--- src/design/pes_pkg.sv ---
`timescale 1ns / 1ps

package pes_pkg;

    // Pool geometry
    localparam int SLOTS      = 32;
    localparam int IDX_W      = $clog2(SLOTS);
    localparam int SLOT_IDX_W = 6;

    // Field widths
    localparam int LIFE_W     = 21;
    localparam int POS_W      = 32;
    localparam int TIMER_W    = 32;
    localparam int CFG_DATA_W = 32;
    localparam int CFG_IDX_W  = 3;

    // 0.99 in unsigned Q0.16, rounded
    localparam logic [15:0] DAMP_Q16 = 16'd64881;

    // Register indexes
    localparam logic [CFG_IDX_W-1:0] REG_EMIT_INTERVAL = 3'd0;
    localparam logic [CFG_IDX_W-1:0] REG_LIFETIME      = 3'd1;
    localparam logic [CFG_IDX_W-1:0] REG_START_X       = 3'd2;
    localparam logic [CFG_IDX_W-1:0] REG_START_Y       = 3'd3;
    localparam logic [CFG_IDX_W-1:0] REG_START_VEL_X   = 3'd4;
    localparam logic [CFG_IDX_W-1:0] REG_START_VEL_Y   = 3'd5;
    localparam logic [CFG_IDX_W-1:0] REG_TICK_MS       = 3'd6;
    localparam logic [CFG_IDX_W-1:0] REG_TICK_SECONDS  = 3'd7;

    typedef struct packed {
        logic [15:0]              emit_interval_ms;
        logic [19:0]              lifetime_ms;
        logic signed [POS_W-1:0]  start_x;
        logic signed [POS_W-1:0]  start_y;
        logic signed [POS_W-1:0]  start_vel_x;
        logic signed [POS_W-1:0]  start_vel_y;
        logic [9:0]               tick_ms;
        logic [15:0]              tick_seconds;
    } cfg_t;

    // One slot as stored in the slot memory
    typedef struct packed {
        logic signed [LIFE_W-1:0] life;
        logic signed [POS_W-1:0]  pos_x;
        logic signed [POS_W-1:0]  pos_y;
        logic signed [POS_W-1:0]  vel_x;
        logic signed [POS_W-1:0]  vel_y;
    } slot_ent_t;

    localparam int SLOT_ENT_W = $bits(slot_ent_t);

    // Sequencer to slot pipeline
    typedef struct packed {
        logic             start;
        logic             emit;
        logic             valid;
        logic [IDX_W-1:0] idx;
    } issue_t;

    // Slot pipeline to sequencer
    typedef struct packed {
        logic adv;
        logic busy;
    } pipe_stat_t;

    // floor((v * q + 2^15) / 2^16), one 32 x 17 product
    function automatic logic signed [POS_W:0] mul_round(
        input logic signed [POS_W-1:0] v,
        input logic [15:0]              q
    );
        logic signed [48:0] prod;
        prod = 49'(v) * $signed({33'b0, q});
        prod = prod + 49'sd32768;
        return prod[48:16];
    endfunction

    // Signed add of a position and a step, clamped to the position range
    function automatic logic signed [POS_W-1:0] sat_add(
        input logic signed [POS_W-1:0] a,
        input logic signed [POS_W:0]   d
    );
        logic signed [POS_W+1:0] s;
        s = (POS_W + 2)'(a) + (POS_W + 2)'(d);
        if (s[POS_W+1:POS_W-1] == 3'b000 || s[POS_W+1:POS_W-1] == 3'b111) begin
            return s[POS_W-1:0];
        end
        return s[POS_W+1] ? {1'b1, {(POS_W - 1){1'b0}}} : {1'b0, {(POS_W - 1){1'b1}}};
    endfunction

endpackage

--- src/design/pes_ctrl.sv ---
`timescale 1ns / 1ps

module pes_ctrl
    import pes_pkg::*;
(
    input  logic       clk,
    input  logic       rst_n,
    input  cfg_t       cfg,
    input  logic       in_valid,
    output logic       in_ready,
    input  logic       emitter_on,
    input  pipe_stat_t stat,
    output issue_t     iss
);

    typedef enum logic [1:0] {
        ST_IDLE = 2'b01,
        ST_RUN  = 2'b10
    } state_t;

    state_t               state_reg, state_next;
    logic [IDX_W-1:0]     idx_reg, idx_next;
    logic [TIMER_W-1:0]   timer_reg, timer_next;
    logic                 accept;
    logic                 emit_now;
    logic [TIMER_W:0]     timer_sum;
    logic [TIMER_W-1:0]   interval;

    assign in_ready = (state_reg == ST_IDLE) && !stat.busy;
    assign accept   = in_valid && in_ready;

    // Emission decision and timer update
    assign interval  = TIMER_W'(cfg.emit_interval_ms);
    assign emit_now  = emitter_on && (timer_reg >= interval);
    assign timer_sum = {1'b0, timer_reg} + (TIMER_W + 1)'(cfg.tick_ms);

    always_comb
    begin
        timer_next = timer_reg;
        if (accept && emitter_on)
        begin
            if (emit_now)
            begin
                timer_next = timer_reg - interval;
            end
            else if (timer_sum[TIMER_W])
            begin
                timer_next = '1;
            end
            else
            begin
                timer_next = timer_sum[TIMER_W-1:0];
            end
        end
    end

    // Slot sweep sequencer
    always_comb
    begin
        state_next = state_reg;
        idx_next   = idx_reg;
        case (state_reg)
            ST_IDLE:
            begin
                if (accept)
                begin
                    state_next = ST_RUN;
                    idx_next   = '0;
                end
            end
            ST_RUN:
            begin
                if (stat.adv)
                begin
                    if (idx_reg == IDX_W'(SLOTS - 1))
                    begin
                        state_next = ST_IDLE;
                    end
                    else
                    begin
                        idx_next = idx_reg + 1'b1;
                    end
                end
            end
            default:
            begin
                state_next = ST_IDLE;
            end
        endcase
    end

    always_ff @(posedge clk or negedge rst_n)
    begin
        if (!rst_n)
        begin
            state_reg <= ST_IDLE;
            idx_reg   <= '0;
            timer_reg <= '0;
        end
        else
        begin
            state_reg <= state_next;
            idx_reg   <= idx_next;
            timer_reg <= timer_next;
        end
    end

    assign iss.start = accept;
    assign iss.emit  = emit_now;
    assign iss.valid = (state_reg == ST_RUN);
    assign iss.idx   = idx_reg;

endmodule

--- config.mk ---
export PLATFORM = sky130hd
export DESIGN_NAME = pes_ctrl
export DESIGN_NICKNAME = d
export VERILOG_FILES = /design/src/design/pes_pkg.sv /design/src/design/pes_ctrl.sv
export SDC_FILE = /design/constraint.sdc
export NUM_CORES = 1
export LEC_CHECK = 0
export ABC_CLOCK_PERIOD_IN_PS = 7050
export BUFFER_PORTS_ARGS = -buffer_cell sky130_fd_sc_hd__buf_2
export CAP_MARGIN = 0
export CORE_MARGIN = 2
export CORE_UTILIZATION = 45
export DETAILED_ROUTE_END_ITERATION = 8
export GPL_ROUTABILITY_DRIVEN = 1
export PLACE_DENSITY = 0.82
export REMOVE_ABC_BUFFERS = 1
export SLEW_MARGIN = 20
export SYNTH_ARGS = -nofsm -noshare
export SYNTH_HDL_FRONTEND = slang
export SYNTH_SLANG_ARGS = --single-unit
--- constraint.sdc ---
create_clock -name clk -period 7.05 [get_ports clk]
set_clock_uncertainty 0.15 [all_clocks]
set_input_delay 1.41 -clock clk [delete_from_list [all_inputs] [get_ports clk]]
set_output_delay 1.41 -clock clk [all_outputs]
set_load 0.05 [all_outputs]
==> After elaboration in Yosys (flattened, before gate mapping) <==
Index checks and enable logic that the tools add are counted.
{ "totals": {"register_bits": 39, "out_inout_bits": 9, "elab_cells": 32} }
{ "op_classes": {"addsub": 3, "n_lt_le_gt_ge": 1, "n_eq_ne": 7, "mux": 10, "n_reduce_logical": 8} }
{ "op_table": {"columns": ["op", "n"], "rows": [
  ["$mux W32", 2],
  ["$add A32 B10 Y33", 1],
  ["$ge A32 B16 Y1", 1],
  ["$sub A32 B16 Y32", 1],
  ["$mux W5", 3],
  ["$pmux W5 S2", 1],
  ["$mux W2", 3],
  ["$ne A2 B2 Y1 const B", 3],
  ["$add A5 B1 Y5 const B", 1],
  ["$eq A5 B5 Y1 const B", 1],
  ["$logic_and A1 B1 Y1", 4],
  ["$pmux W2 S2", 1],
  ["$reduce_and A4 Y1", 1],
  ["$reduce_and A3 Y1", 1],
  ["$eq A2 B1 Y1 const B", 1],
  ["$eq A2 B2 Y1 const B", 1],
  ["$ne A2 B1 Y1 const B", 1],
  ["$reduce_bool A2 Y1", 1],
  ["$logic_not A1 Y1", 1]
]} }

==> Depth between registers and ports, before layout <==
{ "depth": {"ltp_word": 5, "ltp_mapped": 13} }

==> Least setup slack after synthesis <==
No wires, ideal clock.
{ "synth_timing": {"path_type": "input-to-output", "start": "input port stat[0] (netlist name)", "end": "output port iss[7] (netlist name)", "t_arrival_ps": 3284, "required_ps": 5490, "path_slack_ps": 2206, "cell_stages": 4, "n_path_buf": 1, "cell_sequence": "nor3b_1 -> nand2_1 -> inv_1 -> buf_4"} }
{ "synth_between": {"elab_chain_cells": 3} }
{ "synth_rtl": {"columns": ["element", "line", "rtl"], "rows": [
  ["start, declared", "pes_ctrl.sv:12", "input pipe_stat_t stat,"],
  ["$logic_not A1 Y1", "pes_ctrl.sv:29", "assign in_ready = (state_reg == ST_IDLE) && !stat.busy;"],
  ["$logic_and A1 B1 Y1", "pes_ctrl.sv:29", null],
  ["$logic_and A1 B1 Y1", "pes_ctrl.sv:30", "assign accept = in_valid && in_ready;"],
  ["end, declared", "pes_ctrl.sv:13", "output issue_t iss"]
]} }
Every way passes these cells.

==> flow_summary.rst <==
.. list-table::
   :header-rows: 1

   * - Metric
     - Value
   * - Outcome
     - complete, no violations
   * - Post-detailed-route count of antenna-violating nets
     - 0
   * - TritonCTS buffer count
     - 5
   * - Minimum clock period after layout
     - 5.466 ns
   * - Layout Area Growth over Synthesis
     - 9.644%
   * - Slew at the pin closest to its max-slew limit
     - 0.9353 ns
   * - Worst-skew pair later-pin latency
     - 0.30 ns
   * - Critical Path AT
     - 3.91 ns
   * - Number of register bits inferred by synthesis
     - 39
   * - Cell count after placement
     - 538
   * - Final-stage net count
     - 669
   * - Combinational family with the most area after synthesis
     - compound AO/OA/AOI/OAI gates
   * - Max clock buf depth
     - 2
   * - Layout cells sized above 1
     - 16.22%
   * - Die boundary width
     - 91.90 um
   * - Total Routed Length
     - 8697 um
   * - Async set-or-reset flop fraction in the synthesized netlist
     - 100.0%
   * - Worst Slack Setup Final
     - 1.584 ns
   * - Via-to-Cell Ratio
     - 6.059
   * - Final cell count without fillers
     - 546
   * - Post-Synthesis Cells
     - 408
   * - Total via count in the routed design
     - 3308
   * - Min-delay worst type
     - reg2reg
   * - Port-buffer cells
     - 40
   * - Hold Violations, Final
     - 0
   * - Count of synthesis-stage warnings from yosys
     - 0
   * - Commonest register cell after synthesis
     - dfrtp_1
   * - Synth top area share
     - 27.35%
   * - Routed wirelength normalized by instance count
     - 15.93 um
   * - GP Congestion
     - 0.8459
   * - Highest Clock Rate
     - 0.1829 GHz
   * - Crit Path Class
     - in2out
   * - Largest fanout on the critical path
     - 18
   * - Register area share after synthesis
     - 28.10%
   * - Final antenna diode count
     - 0
   * - Number of setup violations in the final report
     - 0
   * - Boundary Pins
     - 205
   * - Total iterations of the first detailed-routing run
     - 5
   * - Unique cell type count in the Yosys netlist
     - 68
   * - Starting density of the core
     - 45.71%
   * - Fraction of the mapped netlist area in compound gates
     - 27.13%
   * - Number of placement rows
     - 32
   * - Worst setup EP type
     - output port
   * - GRT Residual Overflow
     - 0
   * - Post-cts hold buffer count
     - 0
   * - Slew margin rel.
     - 37.65%
   * - Post-Syn Area
     - 3477 um^2
   * - Mean cell area of the mapped netlist
     - 8.522 um^2
   * - Global-route wire length before repair
     - 14780 um
   * - Crit share post-route
     - 77.54%
   * - Number of violations reported at the end of detailed-routing iteration 0
     - 260
   * - Maximum capacitance violations
     - 0
   * - Number of enable flip-flop cells after synthesis
     - 0
   * - Largest area contributor in the synthesized netlist
     - dfrtp_1
   * - Flip-flop count of the largest register, all copies and words added
     - 32
   * - Floorplan die area
     - 8446 um^2
   * - Post-CTS Setup Bufs
     - 0
   * - Setup repair after global routing missed its margin
     - false
   * - Leading post-synthesis cells by cell area
     - dfrtp_1, ha_1, o21ai_0, nand2_1, a21oi_1
   * - Post-Place Setup Slack
     - 1.600 ns
   * - Total track usage
     - 21.43%
   * - Height of the chip
     - 91.90 um
   * - Startpoint Class
     - input port
   * - Clock-pin slew on the worst setup and hold paths
     - 0.09 ns
   * - Mux cell area share after synthesis
     - 0.9356%
   * - DRC viols
     - 0
   * - Core ar.
     - 7607 um^2
   * - Required time worst endpoint
     - 5.49 ns
   * - Cell area power density
     - 353.3 nW/um^2
   * - Clock tree from TritonCTS
     - yes
   * - Worst reg2reg setup slack
     - 3.37 ns
   * - Clock root cell
     - clkbuf_8
   * - DP HPWL
     - 6524 um
   * - Leakage
     - 1.782 nW
   * - XOR/XNOR Fraction of Synth Area
     - 6.297%
   * - Largest vdd supply drop
     - 0.1603 mV
   * - Number of cells upsized or downsized after cts
     - 0
   * - H-Tree Level Count
     - 2
   * - Final sum of negative setup slack
     - 0 ns
   * - Basic-gate share of the synthesized area counting and, or, nand and nor cells
     - 20.65%
   * - Adder-cell share of the synthesized area
     - 11.23%
   * - Clk sinks
     - 39
   * - Number of global-route vias before repair
     - 3324
   * - Pins over their slew limit
     - 0
   * - Largest net degree at the start of global routing
     - 40
   * - Number of antenna violations at the first check in global routing
     - 0
cell type report:
type | count | area [um^2]
well taps | 102 | 127.6
clock inverters | 3 | 23.77
inverters | 27 | 103.9
flip-flops and latches | 39 | 977.2
clock buffers | 5 | 68.82
multi-input cells | 329 | 2303
fillers | 742 | 3795
repair buffers | 41 | 207.7
critical path: stages:
cell      delay (ns)
buf_2           0.07
inv_1           0.04
ha_1            0.35
a211oi_1        0.28
nor2_1          0.11
o41ai_1         0.56
a21bo_1         0.61
inv_4           0.20
buf_2           0.27
metrics by stage:
stage	cell area (um^2)	hold slack, ns	power (mW)	util [%]
after floorplan	3385	0.3159	0.9902	-
after global placement	3720	0.3464	1.133	48.90
after detailed placement	3720	0.3580	1.167	48.90
after CTS	3812	0.3705	1.336	50.12
after global routing	3812	0.3979	1.466	50.12
final	3812	0.3734	1.347	50.12
cell usage in the layout (no fill, tap or decap), types with 3 or more instances in the layout:
cell,instances
dfrtp_1,38
o21ai_0,38
a21oi_1,23
o211ai_1,6
ha_1,28
nor3b_1,3
o21bai_1,5
o21a_1,5
nand4_1,12
nor2b_1,4
a21o_1,6
a31oi_1,5
nand3_1,7
nand2_1,37
and3_1,7
xor2_1,13
a211oi_1,6
nor2_1,27
xnor2_1,12
o31ai_1,9
inv_1,26
buf_2,40
nand2b_1,4
o221ai_1,3
clkbuf_8,5
nor3_1,8
or3_1,4
o311ai_0,5
layer usage:
layer | up-vias | share of wire, % | global-route usage (%)
li1 | 1593 | - | -
met1 | 1575 | 45 | 26.86
met3 | 31 | 4.6 | 3.615
met4 | 0 | 3.0 | 9.080
met5 | - | 0 | 0
met2 | 109 | 47 | 36.46
Yosys cell counts, drive strengths merged (3+ instances only):
cell type / n
and4: 3
or2: 3
nand2: 38
a31oi: 5
o311ai: 5
buf: 4
a211oi: 6
nor2b: 4
and3: 7
o211ai: 7
xnor2: 12
o21a: 5
or3: 8
nor2: 27
o21ai: 40
nor3b: 3
a21o: 6
clkbuf: 9
o21bai: 5
inv: 27
nand3: 7
nand2b: 4
o31ai: 9
xor2: 13
or4: 3
nand4: 12
nor3: 8
a22o: 3
a21oi: 23
o221ai: 3
ha: 28
dfrtp: 38
final timing paths:
path                               start       endpoint  cells past startpoint
max reg2reg                 timer_reg[0]  timer_reg[27]                     11
min in group asynchronous          rst_n  timer_reg[15]                      1
max                             cfg[179]         iss[6]                      9
min                        timer_reg[28]  timer_reg[28]                      1
max in group asynchronous          rst_n  timer_reg[18]                      1
min reg2reg                timer_reg[28]  timer_reg[28]                      1
logic make-up after synthesis:
logic type / count (synthesis)
AOI/OAI and AO/OA: 137
buffers and inverters: 40
xor gates and xnor gates: 25
adders and majority gates: 30
muxes: 3
and+or+nand+nor: 134
DFF: 39
where the power goes:
group | internal (mW) | switching [mW]
Combinational | 0.337 | 0.472
Clock | 0.0708 | 0.0921
Sequential | 0.293 | 0.0824
Total | 0.700 | 0.647
No activity file was read; power rests on OpenSTA's default activity.
